===== config.mk =====
export PLATFORM = sky130hd
export DESIGN_NAME = sic_div_cell
export DESIGN_NICKNAME = d
export VERILOG_FILES = /design/src/rtl/core/sic_div_cell.sv
export SDC_FILE = /design/constraint.sdc
export NUM_CORES = 1
export LEC_CHECK = 0
export ABC_AREA = 1
export BUFFER_PORTS_ARGS = -buffer_cell sky130_fd_sc_hd__buf_2
export CAP_MARGIN = 20
export CORE_MARGIN = 8
export CORE_UTILIZATION = 56
export CTS_BUF_LIST = sky130_fd_sc_hd__clkbuf_4 sky130_fd_sc_hd__clkbuf_8 sky130_fd_sc_hd__clkbuf_16
export DETAILED_ROUTE_END_ITERATION = 10
export GPL_TIMING_DRIVEN = 1
export PLACE_DENSITY = 0.93
export SLEW_MARGIN = 30
export SYNTH_ARGS = -nofsm -noshare
export SYNTH_HDL_FRONTEND = slang
export SYNTH_SLANG_ARGS = --single-unit

===== constraint.sdc =====
create_clock -name clk -period 5.9 [get_ports clk]
set_input_delay 1.18 -clock clk [delete_from_list [all_inputs] [get_ports clk]]
set_output_delay 1.18 -clock clk [all_outputs]
set_load 0.005 [all_outputs]

===== src/rtl/core/sic_div_cell.sv =====
// One restoring-division cell: yields one quotient bit for the x and y lanes.
module sic_div_cell #(
  parameter int RW = 35,
  parameter int QW = 25
) (
  input  logic          clk,
  input  logic          rst,
  input  logic          en,
  input  logic          in_vld,
  input  logic [RW-1:0] in_d2,
  input  logic [RW-1:0] in_rx,
  input  logic [RW-1:0] in_ry,
  input  logic [QW-1:0] in_nx,
  input  logic [QW-1:0] in_ny,
  input  logic [QW-1:0] in_qx,
  input  logic [QW-1:0] in_qy,
  output logic          out_vld,
  output logic [RW-1:0] out_d2,
  output logic [RW-1:0] out_rx,
  output logic [RW-1:0] out_ry,
  output logic [QW-1:0] out_nx,
  output logic [QW-1:0] out_ny,
  output logic [QW-1:0] out_qx,
  output logic [QW-1:0] out_qy
);
  logic [RW:0] tx, ty, dv;
  logic gex, gey;

  always_comb begin
    dv  = {1'b0, in_d2};
    tx  = {in_rx, in_nx[QW-1]};
    ty  = {in_ry, in_ny[QW-1]};
    gex = (tx >= dv);
    gey = (ty >= dv);
  end

  always_ff @(posedge clk) begin
    if (rst) begin
      out_vld <= 1'b0;
    end else if (en) begin
      out_vld <= in_vld;
    end
  end

  always_ff @(posedge clk) begin
    if (en) begin
      out_d2 <= in_d2;
      out_rx <= gex ? RW'(tx - dv) : RW'(tx);
      out_ry <= gey ? RW'(ty - dv) : RW'(ty);
      out_nx <= {in_nx[QW-2:0], 1'b0};
      out_ny <= {in_ny[QW-2:0], 1'b0};
      out_qx <= {in_qx[QW-2:0], gex};
      out_qy <= {in_qy[QW-2:0], gey};
    end
  end
endmodule


; ---- After elaboration in Yosys (flattened, before gate mapping)
; Cells that the tools add are included.
[totals]
ff_bits = 204
input_bits = 209
elab_cells = 14
[classes]
add_sub_neg = 2
n_lt_le_gt_ge = 2
muxes = 2
[ops]
columns = operator, count
row1 = 36-bit by 35-bit >= comparator with 1-bit output, 2
row2 = 35-bit 2-to-1 mux, 2
row3 = 35-bit subtractor, 2

; ---- Longest topological paths before layout
[logic_depth]
ltp_word = 2
depth_mapped = 16

; ---- Worst setup path after synthesis
; Ideal clock, no wire load.
[synth_timing]
kind = input-to-reg
start = input in_nx[24]
end = register out_rx[33], data pin
setup_ns = 0.253
arrival_time_ns = 2.815
t_required_ns = 5.647
setup_slack_ns = 2.832
stages = 16
cell_sequence = inv_1 > ha_1 > fa_1 > inv_1 > nand3_1 > nand3_1 > nand3_1 > nand3_2 > nand2_1 > nand2_1 > nand2_1 > nand2_2 > inv_2 > buf_2 > nand2_1 > nand2_1
[synth_between]
elab_chain_len = 2
word_cells_on_any_way = 3
[synth_rtl]
columns = element, line_no
row1 = "start, declared", 13  ; input logic [QW-1:0] in_nx,
row2 = 35-bit subtractor / 36-bit by 35-bit >= comparator with 1-bit output (equally long branches), "48, 33"
row3 = 35-bit 2-to-1 mux (*), 48  ; out_rx <= gex ? RW'(tx - dv) : RW'(tx);
row4 = "end signal, assigned", 48
row5 = "end, declared", 19  ; output logic [RW-1:0] out_rx,
; Mark *: on every way between the ends. The rest lies on a longest branch, timed or not.
; A chain may end at the register's enable or synchronous reset.

; ---- Worst setup path after layout
[layout_timing]
start = input in_d2[0]
end = register out_rx[31], data pin
[layout_between]
elab_chain_len = 2
word_cells_on_any_way = 3
[layout_rtl]
columns = element, line_no
row1 = "start, declared", 10  ; input logic [RW-1:0] in_d2,
row2 = 35-bit subtractor / 36-bit by 35-bit >= comparator with 1-bit output (equally long branches), "48, 33"
row3 = 35-bit 2-to-1 mux (*), 48
; Marks and branches as above.

==> metrics.cfg <==
[worst_setup_path]
slowest_stage = fa_1
crit_type = in -> reg
path_cells = buf_2 > ha_1 > fa_1 > inv_1 > nand3_1 > nand3_1 > nand3_1 > nand3_2 > nand2_1 > nand2_1 > nand2_1 > nand2_2 > inv_2 > nand2_1 > nand2_1
cp_common_cell = nand2_1
critPathArrivalTime_ns = 3.80
worst_ep_required_time_ns = 6.17
startpoint_type = input port
worst-path-buf-inv = 3
setup.worst_path.end_class = register
max_stage_delay_ns = 0.42
cp_top_family = simple AND/OR/NAND/NOR gates
worstPathMaxFanout = 33

[cts]
cts_tree = built
clk_path_buf_depth = 3
post-cts-setup-buffers = 0
htree_levels = 1
cts_resized = 0
clk_latency_ns = 0.51
cts-root-buf = clkbuf_16
postCtsHoldBufs = 0
path_clk_slew_ns = 0.06
cts_buffers = 23
cts_sinks = 204

[timing]
finClkSkew_ns = 0
finalCritPeriodShare_pct = 60.0
layout_setup_ws_ns = 2.36
slew_headroom_pct = 44.4
tns_ns = 0
min_period_ns = 3.54
rsz0062_at_grt = no
hold_violations = 0
clock.fmax_mhz = 283
hold_slack_ns = 0.502
worst_pin_slew_ns = 0.833
finalSetupViolCount = 0
slew_viol_final = 0

[yosys]
synth_fa_ha_area_share_pct = 7.31
netlist_area_um2 = 12500
synth_top_family_by_area = simple AND/OR/NAND/NOR gates
ys_ff_latch = 204
synth_xor_xnor_area_share_pct = 2.52
yosysWarnings = 0
synth.yosys.seq_area_share_pct = 48.8
ys_types = 36
synthMuxAreaShare_pct = 0.0798
synth_cells = 1509
synth-simple-area-share_pct = 29.0
synth-compound-area-share_pct = 3.64
synth_area_per_cell_um2 = 8.31

[floorplanning]
die_x_um = 166
die_area_um2 = 27400
ios = 415
start_util_pct = 57.3
fp.dieH_um = 166
core_um2 = 21900
rows = 54

[grt]
grt_pass1_vias = 11494
grt_max_degree = 106
antenna_found_initial = 0
grtUsageTotal_pct = 29.8
grt.overflow.total = 0
grt_pass1_wl_um = 64400

[routing]
drtPass1Iterations = 6
routed_wl_um = 42700
avgRoutedWirePerCell_um = 19.2
vias_per_cell = 5.30
final_antenna_net_count = 0
drcViolationCount = 0
vias = 11810
drtIter0Drc = 1033

[placed_design]
port_buffers = 410
hpwlAfterDp_um = 35200
preCtsSetupSlack_ns = 1.88
place_congestion = 0.949
dp.cells = 2187
placed_area_um2 = 14800

[pwr]
vdd_drop_max_mv = 0.215
swShare_pct = 30.2
netSwitchingPower_mw = 1.27
p_seq_share_pct = 43.3
p_clk_share_pct = 32.5
comb_power_share_pct = 24.2
power_mw = 4.20
internal-power_mw = 2.94
p_leak_nw = 8.12
p_per_area_nw_per_um2 = 271

[cells_and_area]
layout_commonest_cell = nand2_1
utilization_pct = 71.0
diodes = 0
syn2layout_area_growth_pct = 23.9
final_net_count = 2213
drive_gt1_share_pct = 26.8
fin_area_um2 = 15500
layout_common_cells = 586 x nand2_1, 409 x buf_2, 237 x inv_1
fin_cells = 2228

[worst_hold_path]
min_path_type = reg -> reg

[job]
maxCapViolations = 0

[status]
status = complete, no violations

[registers in the layout, indices dropped and copies added, names as in the netlist]
signal,count
out_qy,25
out_vld,1
out_d2,35
out_qx,25
out_ry,35
out_rx,35
out_nx,24
out_ny,24
[final cells by class]
class / instances / area [um^2]
clock buffers: 26 / 598
clock inverters: 15 / 124
fillers: 1761 / 6360
inverters: 246 / 926
multi-input cells: 1044 / 5340
flip-flops and latches: 204 / 6120
well taps: 280 / 350
repair buffers: 413 / 2080
[cell usage after synthesis]
library cell | instances | share of area, %
nor2_1 | 108 | 3.2
and2_1 | 1 | 0.050
nand4_1 | 10 | 0.50
buf_4 | 4 | 0.24
nor4_2 | 1 | 0.10
inv_2 | 8 | 0.24
inv_4 | 1 | 0.050
xnor2_1 | 4 | 0.28
nor4_1 | 3 | 0.15
o21bai_1 | 10 | 0.60
nor2_4 | 3 | 0.27
nand3_1 | 53 | 2.1
nor3_1 | 12 | 0.48
a21oi_2 | 1 | 0.070
o21ai_1 | 1 | 0.040
a21oi_1 | 53 | 2.1
nand2_1 | 586 | 18
nand2_4 | 3 | 0.27
fa_1 | 2 | 0.32
o211ai_1 | 1 | 0.060
nand3b_1 | 13 | 0.78
dfxtp_1 | 1 | 0.16
nand3_2 | 21 | 1.7
nor2_2 | 12 | 0.60
buf_2 | 6 | 0.24
inv_1 | 237 | 7.1
ha_1 | 70 | 7.0
mux2i_1 | 1 | 0.080
xor2_1 | 32 | 2.2
buf_6 | 2 | 0.18
edfxtp_1 | 203 | 49
nand2_2 | 21 | 1.0
o21ai_0 | 19 | 0.76
buf_12 | 4 | 0.64
nand3_4 | 1 | 0.14
conb_1 | 1 | 0.030
[worst paths after layout]
check / cells past startpoint / slack, ns / start / end
worst max-delay path: 15 / 2.36 / in_d2[0] / out_rx[31]
worst min-delay path: 2 / 0.50 / out_vld / out_vld
worst max register to register: 2 / 5.32 / out_vld / out_vld
worst min register to register: 2 / 0.50 / out_vld / out_vld
[worst reg2reg max path: stages, from the launching register on]
cell	delay, ns
dfxtp_1	0.31
mux2i_1	0.12
nor2_1	0.06
[kinds of logic after synthesis]
family / after synthesis
other cells: 1
simple gates: 848
compound gates: 85
xor+xnor: 36
fa+ha+maj: 72
mux: 1
flops: 204
buf+inv: 262
[power groups by stage]
stage | Combinational [mW] | Clock (mW) | Sequential [mW]
2_1_floorplan | 0.545 | 0 | 1.87
3_3_place_gp | 0.977 | 0 | 1.84
3_5_place_dp | 1.00 | 0 | 1.85
4_1_cts | 1.01 | 1.38 | 1.82
5_1_grt | 1.12 | 1.44 | 1.83
6_report | 1.02 | 1.37 | 1.82
[per-layer routing]
layer / GRT usage, % / up-vias / wire length [um]
met2: 54.9 / 584 / 21700
met3: 5.11 / 103 / 3280
met5: 0 / - / 0
met4: 12.1 / 0 / 1950
li1: - / 5671 / -
met1: 33.4 / 5452 / 15800
Note: power is estimated with default switching activity, not from simulation.
